<file path="src/rtl/core/assert_macros.svh">
// assertion macros shared by the rtl files; they expect clk and rst_n in scope
`ifndef ASSERT_MACROS_SVH
`define ASSERT_MACROS_SVH

// same-cycle implication, off while reset is held
`define ASSERT_IMPLIES(lbl, ant, cons) \
  lbl: assert property (@(posedge clk) disable iff (!rst_n) (ant) |-> (cons)) \
    else $error("same-cycle implication violated");

// next-cycle implication, off while reset is held
`define ASSERT_NEXT(lbl, ant, cons) \
  lbl: assert property (@(posedge clk) disable iff (!rst_n) (ant) |=> (cons)) \
    else $error("next-cycle implication violated");

`endif

</file>
<file path="src/rtl/core/rpm_pkg.sv">
// shared constants, types and helpers for the row permutation block
`default_nettype none

package rpm_pkg;

  localparam int MAX_PARTS = 64;
  localparam int MAX_ROWS  = 65536;
  localparam int IDX_W     = $clog2(MAX_PARTS);
  localparam int SIDX_W    = $clog2(MAX_PARTS + 1);
  localparam int VAL_W     = 17;
  localparam int PART_W    = 7;
  localparam int KIND_W    = 2;

  // per-part tally saturates at the lesser of the row limit and the value range
  localparam int CAP_INT = (MAX_ROWS < (2 ** VAL_W) - 1) ? MAX_ROWS : (2 ** VAL_W) - 1;
  localparam logic [VAL_W-1:0] COUNT_CAP = VAL_W'(CAP_INT);
  localparam logic [IDX_W-1:0] LAST_IDX  = IDX_W'(MAX_PARTS - 1);

  // transaction kinds
  localparam logic [KIND_W-1:0] KIND_COUNT  = KIND_W'(0);
  localparam logic [KIND_W-1:0] KIND_ASSIGN = KIND_W'(1);
  localparam logic [KIND_W-1:0] KIND_READ   = KIND_W'(2);

  // sequencer states
  typedef enum logic [1:0] {
    ST_IDLE,
    ST_EXEC,
    ST_PFX_RD,
    ST_PFX_WR
  } state_t;

  // sequencer to datapath
  typedef struct packed {
    logic             accept;
    logic             exec;
    logic             pfx_rd;
    logic             pfx_wr;
    logic [IDX_W-1:0] idx;
  } ctrl_t;

  // datapath to sequencer
  typedef struct packed {
    logic done;
    logic to_pfx;
  } exec_stat_t;

  // one result transaction
  typedef struct packed {
    logic             valid;
    logic [VAL_W-1:0] value;
    logic             status;
  } result_t;

  // number of parts actually in use: zero acts as one, large values clip
  function automatic logic [PART_W-1:0] clamp_parts(input logic [PART_W-1:0] n);
    logic [PART_W-1:0] r;
    r = n;
    if (n == '0) r = PART_W'(1);
    else if (n > PART_W'(MAX_PARTS)) r = PART_W'(MAX_PARTS);
    return r;
  endfunction

endpackage

`default_nettype wire

</file>
<file path="src/rtl/core/partition_row_permutation.sv">
// top level: stable counting-sort row permutation by part id
//
// Input channel in_valid/in_stall carries kind, part and last. Kind 0 counts a
// row in its part, kind 1 hands a row the next free position of its part and
// kind 2 returns a part's start displacement (index num_parts gives the total).
// A count transaction flagged last starts the prefix walk over all 64 parts.
// Result channel out_valid/out_stall carries value and status; status 1 flags
// a part index out of range. Counts in range give no result transaction.
// cfg_we/cfg_wdata write num_parts; the user must do so only while the block
// is idle; the block does not enforce this. Timing: a transaction is accepted
// in idle and executes in the next cycle; its result is then registered in
// the output register and the sequencer returns to idle. After the last
// counted row the prefix walk reads one tally at a time through the single
// tally read port, in a read and a write state per part. in_stall is high
// while busy; a new transaction is still taken while an earlier result waits.
// If the output is stalled when a result is ready, execution holds until the
// output register frees up. Reset clears the tallies through valid bits (no
// clearing pass), sets num_parts to 1 and marks the sums not ready.
`default_nettype none

module partition_row_permutation
  import rpm_pkg::*;
(
  input  wire logic              clk,
  input  wire logic              rst_n,
  input  wire logic              in_valid,
  output logic                   in_stall,
  input  wire logic [KIND_W-1:0] in_kind,
  input  wire logic [PART_W-1:0] in_part,
  input  wire logic              in_last,
  output logic                   out_valid,
  input  wire logic              out_stall,
  output logic [VAL_W-1:0]       out_value,
  output logic                   out_status,
  input  wire logic              cfg_we,
  input  wire logic [PART_W-1:0] cfg_wdata
);

  logic [PART_W-1:0] num_parts_r;
  logic [PART_W-1:0] np;
  logic              out_valid_r, out_valid_nxt;
  logic [VAL_W-1:0]  out_value_r;
  logic              out_status_r;
  logic              out_free;
  ctrl_t             ctrl;
  exec_stat_t        stat;
  result_t           res;

  // configuration register
  always_ff @(posedge clk) begin
    if (!rst_n) num_parts_r <= PART_W'(1);
    else if (cfg_we) num_parts_r <= cfg_wdata;
  end

  assign np = clamp_parts(num_parts_r);

  // sequencer
  rpm_fsm u_fsm (
    .clk      (clk),
    .rst_n    (rst_n),
    .in_valid (in_valid),
    .stat     (stat),
    .ctrl     (ctrl),
    .in_stall (in_stall)
  );

  // datapath
  rpm_dp u_dp (
    .clk      (clk),
    .rst_n    (rst_n),
    .in_kind  (in_kind),
    .in_part  (in_part),
    .in_last  (in_last),
    .np       (np),
    .out_free (out_free),
    .ctrl     (ctrl),
    .stat     (stat),
    .res      (res)
  );

  // output register
  assign out_free = !out_valid_r || !out_stall;

  always_comb begin
    if (res.valid) out_valid_nxt = 1'b1;
    else if (out_stall) out_valid_nxt = out_valid_r;
    else out_valid_nxt = 1'b0;
  end

  always_ff @(posedge clk) begin
    if (!rst_n) out_valid_r <= 1'b0;
    else out_valid_r <= out_valid_nxt;
  end

  always_ff @(posedge clk) begin
    if (res.valid) begin
      out_value_r  <= res.value;
      out_status_r <= res.status;
    end
  end

  assign out_valid  = out_valid_r;
  assign out_value  = out_value_r;
  assign out_status = out_status_r;

endmodule

`default_nettype wire

</file>
<file path="src/rtl/core/rpm_fsm.sv">
// sequencer: item execution and the prefix walk over all parts
`default_nettype none
`include "assert_macros.svh"

module rpm_fsm
  import rpm_pkg::*;
(
  input  wire logic       clk,
  input  wire logic       rst_n,
  input  wire logic       in_valid,
  input  wire exec_stat_t stat,
  output ctrl_t           ctrl,
  output logic            in_stall
);

  state_t           state_r, state_nxt;
  logic [IDX_W-1:0] idx_r, idx_nxt;

  // state and walk index registers
  always_ff @(posedge clk) begin
    if (!rst_n) begin
      state_r <= ST_IDLE;
      idx_r   <= '0;
    end else begin
      state_r <= state_nxt;
      idx_r   <= idx_nxt;
    end
  end

  // next state
  always_comb begin
    state_nxt = state_r;
    idx_nxt   = idx_r;
    case (state_r)
      ST_IDLE: begin
        if (in_valid) state_nxt = ST_EXEC;
      end
      ST_EXEC: begin
        if (stat.done) begin
          if (stat.to_pfx) state_nxt = ST_PFX_RD;
          else state_nxt = ST_IDLE;
        end
      end
      ST_PFX_RD: begin
        state_nxt = ST_PFX_WR;
      end
      ST_PFX_WR: begin
        if (idx_r == LAST_IDX) begin
          state_nxt = ST_IDLE;
          idx_nxt   = '0;
        end else begin
          state_nxt = ST_PFX_RD;
          idx_nxt   = idx_r + IDX_W'(1);
        end
      end
      default: begin
        state_nxt = ST_IDLE;
        idx_nxt   = '0;
      end
    endcase
  end

  // outputs
  always_comb begin
    ctrl.accept = (state_r == ST_IDLE) && in_valid;
    ctrl.exec   = (state_r == ST_EXEC);
    ctrl.pfx_rd = (state_r == ST_PFX_RD);
    ctrl.pfx_wr = (state_r == ST_PFX_WR);
    ctrl.idx    = idx_r;
    in_stall    = (state_r != ST_IDLE);
  end

  // an accepted transaction always goes to execution next
  `ASSERT_NEXT(a_accept_exec, ctrl.accept, state_r == ST_EXEC)
  // the walk ends after the last part and returns to idle
  `ASSERT_NEXT(a_walk_end, ctrl.pfx_wr && (idx_r == LAST_IDX), state_r == ST_IDLE)
  // the walk index only moves inside the walk
  `ASSERT_NEXT(a_idx_rest, state_r == ST_IDLE, idx_r == '0)

endmodule

`default_nettype wire

</file>
<file path="src/rtl/core/rpm_dp.sv">
// datapath: tally, slot and start memories around one shared 17-bit adder
`default_nettype none
`include "assert_macros.svh"

module rpm_dp
  import rpm_pkg::*;
(
  input  wire logic              clk,
  input  wire logic              rst_n,
  input  wire logic [KIND_W-1:0] in_kind,
  input  wire logic [PART_W-1:0] in_part,
  input  wire logic              in_last,
  input  wire logic [PART_W-1:0] np,
  input  wire logic              out_free,
  input  wire ctrl_t             ctrl,
  output exec_stat_t             stat,
  output result_t                res
);

  // memories
  logic [VAL_W-1:0] cnt_mem_r   [MAX_PARTS];
  logic [VAL_W-1:0] slot_mem_r  [MAX_PARTS];
  logic [VAL_W-1:0] start_mem_r [MAX_PARTS+1];

  logic [VAL_W-1:0]     cnt_rd_r, slot_rd_r, start_rd_r;
  logic [MAX_PARTS-1:0] cnt_vld_r;
  logic                 sums_ready_r;
  logic [VAL_W-1:0]     sum_r;
  logic [KIND_W-1:0]    kind_r;
  logic [PART_W-1:0]    part_r;
  logic                 last_r;

  logic [IDX_W-1:0]  part_idx, cnt_vidx, cnt_raddr, slot_waddr;
  logic [SIDX_W-1:0] start_waddr;
  logic [VAL_W-1:0]  cnt_val, add_a, add_b, sum, slot_wdata, start_wdata;
  logic              cnt_re, start_re, cnt_we, slot_we, start_we;
  logic              in_rng, rd_rng, has_res, cnt_wr_ok, slot_wr_ok, done;
  logic [VAL_W-1:0]  res_value;
  logic              res_status;

  assign part_idx = part_r[IDX_W-1:0];

  // transaction fields held for execution
  always_ff @(posedge clk) begin
    if (ctrl.accept) begin
      kind_r <= in_kind;
      part_r <= in_part;
      last_r <= in_last;
    end
  end

  // tally as seen through its valid bit
  assign cnt_vidx = ctrl.pfx_wr ? ctrl.idx : part_idx;
  assign cnt_val  = cnt_vld_r[cnt_vidx] ? cnt_rd_r : '0;

  // range checks against the parts in use
  assign in_rng = (part_r < np);
  assign rd_rng = (part_r <= np);

  // execution decode
  always_comb begin
    has_res    = 1'b0;
    res_value  = '0;
    res_status = 1'b0;
    cnt_wr_ok  = 1'b0;
    slot_wr_ok = 1'b0;
    case (kind_r)
      KIND_COUNT: begin
        has_res    = !in_rng;
        res_status = !in_rng;
        cnt_wr_ok  = in_rng && (cnt_val < COUNT_CAP);
      end
      KIND_ASSIGN: begin
        has_res = 1'b1;
        if (!in_rng) begin
          res_status = 1'b1;
        end else if (sums_ready_r) begin
          res_value  = slot_rd_r;
          slot_wr_ok = 1'b1;
        end
      end
      KIND_READ: begin
        has_res = 1'b1;
        if (!rd_rng) res_status = 1'b1;
        else if (sums_ready_r) res_value = start_rd_r;
      end
      default: begin
        has_res = 1'b0;
      end
    endcase
  end

  // a result waits until the output register can take it
  assign done        = ctrl.exec && (!has_res || out_free);
  assign stat.done   = done;
  assign stat.to_pfx = (kind_r == KIND_COUNT) && last_r;
  assign res.valid   = done && has_res;
  assign res.value   = res_value;
  assign res.status  = res_status;

  // shared adder: increment on execution, running sum on the walk
  always_comb begin
    if (ctrl.pfx_wr) begin
      add_a = sum_r;
      add_b = (PART_W'(ctrl.idx) < np) ? cnt_val : '0;
    end else if (kind_r == KIND_ASSIGN) begin
      add_a = slot_rd_r;
      add_b = VAL_W'(1);
    end else begin
      add_a = cnt_val;
      add_b = VAL_W'(1);
    end
  end
  assign sum = add_a + add_b;

  // tally memory
  assign cnt_re    = ctrl.accept || ctrl.pfx_rd;
  assign cnt_raddr = ctrl.accept ? in_part[IDX_W-1:0] : ctrl.idx;
  assign cnt_we    = done && cnt_wr_ok;

  always_ff @(posedge clk) begin
    if (cnt_we) cnt_mem_r[part_idx] <= sum;
    if (cnt_re) cnt_rd_r <= cnt_mem_r[cnt_raddr];
  end

  // tally valid bits: set on a count, cleared as the walk passes
  always_ff @(posedge clk) begin
    if (!rst_n) begin
      cnt_vld_r <= '0;
    end else begin
      if (cnt_we) cnt_vld_r[part_idx] <= 1'b1;
      if (ctrl.pfx_wr) cnt_vld_r[ctrl.idx] <= 1'b0;
    end
  end

  // next free slot memory
  assign slot_we    = (done && slot_wr_ok) || ctrl.pfx_wr;
  assign slot_waddr = ctrl.pfx_wr ? ctrl.idx : part_idx;
  assign slot_wdata = ctrl.pfx_wr ? sum_r : sum;

  always_ff @(posedge clk) begin
    if (slot_we) slot_mem_r[slot_waddr] <= slot_wdata;
    if (ctrl.accept) slot_rd_r <= slot_mem_r[in_part[IDX_W-1:0]];
  end

  // start displacement memory, entry zero written at the walk's first step
  assign start_re    = ctrl.accept && (in_part <= PART_W'(MAX_PARTS));
  assign start_we    = (ctrl.pfx_rd && (ctrl.idx == '0)) || ctrl.pfx_wr;
  assign start_waddr = ctrl.pfx_wr ? (SIDX_W'(ctrl.idx) + SIDX_W'(1)) : '0;
  assign start_wdata = ctrl.pfx_wr ? sum : '0;

  always_ff @(posedge clk) begin
    if (start_we) start_mem_r[start_waddr] <= start_wdata;
    if (start_re) start_rd_r <= start_mem_r[in_part[SIDX_W-1:0]];
  end

  // running sum for the walk
  always_ff @(posedge clk) begin
    if (done && stat.to_pfx) sum_r <= '0;
    else if (ctrl.pfx_wr) sum_r <= sum;
  end

  // sums become usable once the walk has finished
  always_ff @(posedge clk) begin
    if (!rst_n) sums_ready_r <= 1'b0;
    else if (ctrl.pfx_wr && (ctrl.idx == LAST_IDX)) sums_ready_r <= 1'b1;
  end

  // results only go out when the output register has room
  `ASSERT_IMPLIES(a_res_room, res.valid, out_free)
  // sums ready only ever rises at the end of a walk
  `ASSERT_IMPLIES(a_ready_rise, $rose(sums_ready_r), $past(ctrl.pfx_wr))
  // no tally is written while the walk runs
  `ASSERT_IMPLIES(a_walk_quiet, ctrl.pfx_rd || ctrl.pfx_wr, !cnt_we)

endmodule

`default_nettype wire
</file>
<file path="config.mk">
export PLATFORM = sky130hd
export DESIGN_NAME = partition_row_permutation
export DESIGN_NICKNAME = d
export VERILOG_FILES = /design/src/rtl/core/rpm_pkg.sv /design/src/rtl/core/partition_row_permutation.sv /design/src/rtl/core/rpm_fsm.sv /design/src/rtl/core/rpm_dp.sv
export VERILOG_INCLUDE_DIRS = /design/src /design/src/rtl/core
export SDC_FILE = /design/constraint.sdc
export NUM_CORES = 2
export LEC_CHECK = 0
export BUFFER_PORTS_ARGS = -buffer_cell sky130_fd_sc_hd__clkbuf_2
export CAP_MARGIN = 20
export CORE_MARGIN = 2
export CORE_UTILIZATION = 45
export CTS_BUF_LIST = sky130_fd_sc_hd__clkbuf_8 sky130_fd_sc_hd__clkbuf_16
export CTS_CLUSTER_DIAMETER = 200
export DETAILED_ROUTE_END_ITERATION = 10
export HOLD_SLACK_MARGIN = 0.06
export PLACE_DENSITY_LB_ADDON = 0.08
export SLEW_MARGIN = 20
export SYNTH_ARGS = -nofsm -noshare
export SYNTH_HDL_FRONTEND = slang
export SYNTH_SLANG_ARGS = --single-unit
</file>
<file path="constraint.sdc">
create_clock -name clk -period 17.5 [get_ports clk]
set_clock_uncertainty 0.05 [all_clocks]
set_input_delay 0 -clock clk [delete_from_list [all_inputs] [get_ports clk]]
set_output_delay 0 -clock clk [all_outputs]
set_load 0.02 [all_outputs]
</file>
---- Word-level counts from Yosys, hierarchy flattened ----
Memories as Yosys holds them, arrays and structs flattened. A register that Yosys moved wholly into a read port is not among the register bits.
Index checks and enable logic that the tools add are counted.
operators by class
  add/sub/neg operators ................... 3
  multiply operators ...................... 0
  divide/modulo/power cells ............... 0
  magnitude comparators ................... 11
  eq/ne operators ......................... 9
  shifts and indexed selects .............. 0
  muxes and demuxes ....................... 48
  bitwise logic cells ..................... 3
  reduce and logical (&&, ||, !) cells .... 29
operators with widths
  cell                                                               number
  2-to-1 mux 64 bit                                                  3
  2-to-1 mux 17 bit                                                  11
  AND 64 bit                                                         1
  inverter 64 bit                                                    1
  OR 64 bit                                                          1
  case mux 17 bit (2 select lines)                                   1
  less-than comparator 6 x 7 -> 1 bit, second input constant         3
  2-to-1 mux 7 bit                                                   3
  2-to-1 mux 6 bit                                                   3
  adder 17 bit                                                       1
  less-than comparator 17 bit, second input constant                 1
  2-to-1 mux 1 bit                                                   17
  logical AND 1 bit                                                  13
  demux 1 bit (select 6 bit)                                         2
  greater-or-equal comparator 6 x 1 -> 1 bit, second input constant  2
  2-to-1 mux 2 bit                                                   4
  case mux 2 bit (4 select lines)                                    1
  adder 6 x 1 -> 7 bit, second input constant                        1
  greater-than comparator 7 bit, second input constant               1
  <= comparator 7 bit                                                1
  <= comparator 7 bit, second input constant                         1
  logical NOT 7 bit                                                  1
  less-than comparator 6 x 7 -> 1 bit                                1
  less-than comparator 7 bit                                         1
  16 further kinds                                                   28
storage, ports and cells
  register bits after elaboration ......... 126
  bits in latches ......................... 0
  memory bits (writable) .................. 3281
  memory bits (read-only) ................. 0
  output and inout bits ................... 20
  word-level logic and storage cells ...... 118
  memories kept ........................... 3
memory list
  name              depth  width  rd ports  clocked after Yosys merged registers in  write ports  line          RTL
  u_dp.start_mem_r  65     17     1         1                                        1            rpm_dp.sv:23  logic [VAL_W-1:0] start_mem_r [MAX_PARTS+1];
  u_dp.cnt_mem_r    64     17     1         1                                        1            rpm_dp.sv:21  logic [VAL_W-1:0] cnt_mem_r [MAX_PARTS];
  u_dp.slot_mem_r   64     17     1         1                                        1            rpm_dp.sv:22  logic [VAL_W-1:0] slot_mem_r [MAX_PARTS];

---- Longest topological paths before layout ----
  word-level depth ........................ 14
  depth in mapped cells ................... 27
  gate-level depth less buffers ........... 22

---- Modules after synthesis ----
Synthesis repeated with hierarchy kept, for this count alone.
second synthesis, totals
  cells, all modules ...................... 6186
  area, all modules ....................... 134675.4 um2
by module, submodules not included
  module                     instances  cells an instance  area each (um2)  seq. area each (um2)
  rpm_dp                     1          6086               133384.2         101997.8
  partition_row_permutation  1          53                 895.9            700.7
  rpm_fsm                    1          47                 395.4            160.2

---- Worst setup path after synthesis ----
OpenSTA, ideal clock, no wires.
  path kind ............................... reg-to-reg
  start ................................... register u_dp.part_r[1]
  end ..................................... memory u_dp.slot_mem_r[0][13] (data pin)
  setup time .............................. 0.702 ns
  arrival ................................. 6.973 ns
  required time ........................... 16.748 ns
  path slack .............................. 9.775 ns
  cell stages (with the launch flop) ...... 24
  buffers on the path ..................... 3
  period minus slack after synthesis ...... 7.725 ns
  cells stage by stage .................... edfxtp_1 buf_4 and2b_1 nand2_2 o21a_1 o22ai_1 or3_1 a311oi_2 and2_4 buf_6 buf_2 a22oi_1 o21ai_0 ha_1 a21o_1 a21oi_1 o21bai_1 a31o_2 a211oi_1 nor3_1 a21oi_1 o21bai_1 xnor2_1 o21ai_0
between the ends
  word-level cells in the longest chain between the ends .. 8
ends and longest elaborated chain
  item                                      line                          RTL
  start: declaration                        rpm_dp.sv:30                  logic [PART_W-1:0] part_r;
  start signal: assignment                  rpm_dp.sv:47                  part_r <= in_part;
  2-to-1 mux 6 bit *                        rpm_dp.sv:53                  assign cnt_vidx = ctrl.pfx_wr ? ctrl.idx : part_idx;
  binary-select mux 1 bit (select 6 bit) *  rpm_dp.sv:54                  assign cnt_val = cnt_vld_r[cnt_vidx] ? cnt_rd_r : '0;
  2-to-1 mux 1 bit (not written as such) *  rpm_dp.sv:54
  2-to-1 mux 17 bit *                       rpm_dp.sv:54
  2-to-1 mux 17 bit (on tied branches)      rpm_dp.sv:106, rpm_dp.sv:105
  2-to-1 mux 17 bit                         rpm_dp.sv:103                 if (ctrl.pfx_wr) begin
  adder 17 bit *                            rpm_dp.sv:114                 assign sum = add_a + add_b;
  2-to-1 mux 17 bit *                       rpm_dp.sv:139                 assign slot_wdata = ctrl.pfx_wr ? sum_r : sum;
  net u_dp.slot_wdata[13]                   rpm_dp.sv:35                  logic [VAL_W-1:0] cnt_val, add_a, add_b, sum, slot_wdata, start_wdata;
  end: declaration                          rpm_dp.sv:22
The timed path passes the listed nets; every way through them passes the cells marked *. The select of a mux whose other input is x is not followed.

---- Final worst setup path ----
  start ................................... register u_fsm.state_r[0]
  end ..................................... memory u_dp.cnt_mem_r[13][13] (data pin)
between the ends
  word-level cells in the longest chain between the ends .. 8
ends and longest elaborated chain
  item                                    line                          RTL
  start: declaration                      rpm_fsm.sv:16                 state_t state_r, state_nxt;
  start signal: assignment                rpm_fsm.sv:25                 state_r <= state_nxt;
  equality test 2 bit *                   rpm_fsm.sv:68                 ctrl.pfx_wr = (state_r == ST_PFX_WR);
  2-to-1 mux 6 bit                        rpm_dp.sv:53
  binary-select mux 1 bit (select 6 bit)  rpm_dp.sv:54
  2-to-1 mux 1 bit (not written as such)  rpm_dp.sv:54
  2-to-1 mux 17 bit                       rpm_dp.sv:54
  2-to-1 mux 17 bit (on tied branches)    rpm_dp.sv:106, rpm_dp.sv:105
  2-to-1 mux 17 bit                       rpm_dp.sv:103
  adder 17 bit *                          rpm_dp.sv:114
  net u_dp.sum[13]                        rpm_dp.sv:35
  end: declaration                        rpm_dp.sv:21
Marked as above.

==> metrics.txt <==
outcome finished clean; Routed WL per cell 34.7 microns; total leakage power 48.8 nW; clock-pin slew on the worst setup and hold paths 0.06 ns; sink count of the clock tree 3,458; switching power total 0.00397 W; number of instances in the synthesized netlist 6,138; vias in the first global route 66,300; final HPWL from detailed placement 207,000 microns; maximum root-to-sink buffer count 4; max-cap check violation count 0; switching part of the total power 22.3%; share of synthesized area occupied by flip-flops and latches 76.2%; fraction of layout instances using a drive strength above 1 29.9%; cts repair resizes 0; Final Wtd Congestion 0.857; hold-fix buffers at CTS 48; violation count after the first detailed-route iteration 7,043; WHS Path Cells 2; chip width 552 microns; dominant cell type by area after synthesis sky130_fd_sc_hd__edfxtp_1; period utilization 47.0%; sequential cell fraction of total power 52.3%; kind of end point of the critical path flip-flop; drt pass-1 iters 6; clock tree from TritonCTS yes; RSZ-0062 raised after global routing false; EDFF count, synth 3,360; count of final setup violators 0; power per standard cell area 116 nW/um^2; initial core utilization 45.1%; post-route setup TNS 0 ns; die area 304,000 sq um; number of H-tree levels 5; drt drc 0; syn_nets 6,195; Layout Area Growth over Synthesis 13.8%; source-to-sink clock delay at the later pin of the worst-skew pair 0.95 ns; number of ports placed on the die boundary 42; all-layer global routing usage 24.4%; synthesized flop and latch total 3,458; share of Yosys cell area claimed by the top area cell type 74.8%; internal power 0.0139 W; height of the die 552 microns; combined area of all synthesized cells 135,000 sq um; detail-routed via count per cell 6.08; antenna viol nets, final 0; number of CTS-inserted buffers 370; actual slew at the worst max-slew pin 1.11 ns; startpoint kind of the worst setup timing path flip-flop; setup bufs post-CTS 0; Max Freq 122 MHz; combinational power share 5.9%; number of nets at the end of the flow 6,489; Core ar. 299,000 sq um; path category of the worst min-delay check in2reg; YS warnings 0; shortest period the worst path allows 8.22 ns; average instance area after synthesis 22.0 sq um; maximum number of pins on one net before global-route repair 125; Yosys cell types 87; Arrival @ worst endpoint 8.65 ns; antenna violations before repair 13; vias after detailed routing 65,000; largest driver fanout on the critical path 64; CTS root buffer sky130_fd_sc_hd__clkbuf_16; cell types with the largest area share after synthesis sky130_fd_sc_hd__edfxtp_1, sky130_fd_sc_hd__mux4_2, sky130_fd_sc_hd__dfxtp_1; Worst Reg-to-Reg Cells 19; first-pass GRT wire length 520,000 microns; final number of hold-violating endpoints 0; Final Power 0.0179 W; clock network fraction of total power 41.8%; CP Data Required Time 17.93 ns; Max-Slew Margin vs Limit 25.9%; Most used DFF post-synth sky130_fd_sc_hd__edfxtp_1; worst setup path category reg2reg; share of synthesized registers carrying an async set or reset 0%; total number of placement rows 201; grt total ovfl 0; port buffer count 41; fin. max-slew vios 0; total detailed-routing wirelength 370,000 microns; Worst VDD drop 0.0749 mV
-- final timing paths --
check                                                    from                          endpoint  slack [ns]
worst max-delay path            u_fsm.state_r[0]$_SDFFE_PN0P_  u_dp.cnt_mem_r[13][13]$_DFFE_PP_        9.28
worst min-delay path                               in_part[1]          u_dp.part_r[1]$_DFFE_PP_        0.17
worst max register to register  u_fsm.state_r[0]$_SDFFE_PN0P_  u_dp.cnt_mem_r[13][13]$_DFFE_PP_        9.28
worst min register to register    u_dp.sum_r[15]$_SDFFE_PP0P_       u_dp.sum_r[15]$_SDFFE_PP0P_        0.40
-- metal layers --
metal  GRT usage [%]  routed length (microns)  up-vias
li1                -                        -    26600
met1            34.6                   158000    35900
met2            39.9                   182000     1976
met3            2.73                    18100      536
met4            7.70                    12600        0
met5               0                        0        -
-- layout by cell type (no fill, tap or decap), drive strengths merged, types with 5 or more instances in the layout --
cell         netlist  layout
edfxtp          3360    3360
mux4             986     986
clkbuf           189     418
nand2            257     257
nor2             251     251
buf              159     185
clkinv             0     160
inv               36     121
dfxtp             98      98
a211oi            91      91
a21oi             87      87
and2              76      76
o221a             64      64
nor2b             50      50
o21ai             50      50
dlygate4sd3        0      48
a31oi             44      44
a311oi            35      35
ha                34      34
a22oi             33      33
bufinv             0      23
mux2i             23      23
nand3             22      22
and3              21      21
mux2              20      20
xnor2             14      14
nor3              13      13
a21o              12      12
o22ai             10      10
o221ai            10      10
diode              0       9
clkinvlp           0       9
a2111o             9       9
o21a               8       8
nand4              7       7
or3                6       6
nand2b             5       5
xor2               5       5
-- stage by stage --
step | util (%) | hold slack [ns] | instance area, sq um | worst slack, ns | cells
after floorplan | - | 0.0489 | 135000 | 9.78 | 6138
after global placement | 47.3 | 0.138 | 141000 | 9.47 | 9968
after detailed placement | 47.3 | 0.134 | 141000 | 9.41 | 9969
after CTS | 51.3 | 0.112 | 154000 | 9.31 | 10700
after global routing | 51.3 | 0.132 | 154000 | 8.81 | 10700
final | 51.4 | 0.173 | 154000 | 9.28 | 10700
-- cell usage after synthesis, types with 5 or more instances --
cell type,count
sky130_fd_sc_hd__inv_1,36
sky130_fd_sc_hd__o221a_2,6
sky130_fd_sc_hd__a311oi_1,34
sky130_fd_sc_hd__or3_1,6
sky130_fd_sc_hd__ha_1,34
sky130_fd_sc_hd__o21a_1,8
sky130_fd_sc_hd__a21o_1,12
sky130_fd_sc_hd__nand2b_1,5
sky130_fd_sc_hd__clkbuf_1,188
sky130_fd_sc_hd__nor2b_1,50
sky130_fd_sc_hd__o22ai_1,10
sky130_fd_sc_hd__xnor2_1,14
sky130_fd_sc_hd__a211oi_1,91
sky130_fd_sc_hd__nand3_1,21
sky130_fd_sc_hd__nor3_1,13
sky130_fd_sc_hd__nand4_1,7
sky130_fd_sc_hd__nor2_1,200
sky130_fd_sc_hd__o21ai_0,46
sky130_fd_sc_hd__buf_2,63
sky130_fd_sc_hd__o221a_1,58
sky130_fd_sc_hd__nand2_1,253
sky130_fd_sc_hd__a22oi_1,33
sky130_fd_sc_hd__o221ai_1,10
sky130_fd_sc_hd__mux2i_1,22
sky130_fd_sc_hd__nor2_2,51
sky130_fd_sc_hd__a21oi_1,85
sky130_fd_sc_hd__edfxtp_1,3360
sky130_fd_sc_hd__and2_1,74
sky130_fd_sc_hd__mux2_2,19
sky130_fd_sc_hd__xor2_1,5
sky130_fd_sc_hd__buf_6,7
sky130_fd_sc_hd__dfxtp_1,98
sky130_fd_sc_hd__buf_1,82
sky130_fd_sc_hd__a31oi_1,42
sky130_fd_sc_hd__a2111o_4,7
sky130_fd_sc_hd__and3_1,21
sky130_fd_sc_hd__buf_4,7
sky130_fd_sc_hd__mux4_2,986
-- power by group through the flow --
stage	Clock, W	Sequential [W]	Combinational, W
2_1_floorplan	0	0.00950	0.000615
6_report	0.00747	0.00933	0.00105
3_5_place_dp	0	0.00950	0.00106
3_3_place_gp	0	0.00950	0.00103
5_1_grt	0.00793	0.00933	0.00112
4_1_cts	0.00761	0.00933	0.00107
-- registers in the layout (all words and copies together), names as in the netlist, 17 cells and up --
name / count
u_dp.sum_r: 17
u_dp.start_rd_r: 17
u_dp.start_mem_r: 1105
u_dp.cnt_vld_r: 64
u_dp.cnt_rd_r: 17
out_value: 17
u_dp.slot_mem_r: 1088
u_dp.cnt_mem_r: 1088
u_dp.slot_rd_r: 17
-- cell type report --
type                            count  area, sq um
Fill cell                       23500       145000
Sequential cell                  3458       103000
Multi-Input combinational cell   2296        31800
Clock buffer                      381         9470
Tap cell                         3958         4950
Timing Repair Buffer              270         2220
Clock inverter                    277         2090
Inverter                           36          141
Antenna cell                        9         22.5
-- critical path: stages, from the launching register on --
cell	delay, ns
sky130_fd_sc_hd__dfxtp_1	0.78
sky130_fd_sc_hd__nand2_4	0.41
sky130_fd_sc_hd__a21oi_1	0.57
sky130_fd_sc_hd__or2_1	0.86
sky130_fd_sc_hd__a31oi_1	0.11
sky130_fd_sc_hd__nor4_2	0.51
sky130_fd_sc_hd__and2_4	0.54
sky130_fd_sc_hd__a22oi_1	0.11
sky130_fd_sc_hd__o21ai_0	0.36
sky130_fd_sc_hd__ha_1	0.31
sky130_fd_sc_hd__a21o_1	0.19
sky130_fd_sc_hd__a21oi_1	0.23
sky130_fd_sc_hd__o21bai_1	0.12
sky130_fd_sc_hd__a31o_2	0.28
sky130_fd_sc_hd__a211oi_1	0.31
sky130_fd_sc_hd__nor3_1	0.13
sky130_fd_sc_hd__a21oi_1	0.18
sky130_fd_sc_hd__o21bai_1	0.09
sky130_fd_sc_hd__xnor2_1	0.85
sky130_fd_sc_hd__inv_2	0.69
-- kinds of logic (layout without fill, tap and decap cells) --
family	count (synthesis)	count (layout)	synth area share, %
flip-flops	3458	3458	76.2
XOR/XNOR	20	20	0.140
AO/OA/AOI/OAI	481	481	2.73
other	0	9	0
multiplexers	1029	1029	16.8
buffers and inverters	384	964	1.19
adder cells (fa/ha/maj)	35	35	0.330
AND/OR/NAND/NOR	731	731	2.57
No activity file was read; power rests on OpenSTA's default activity.
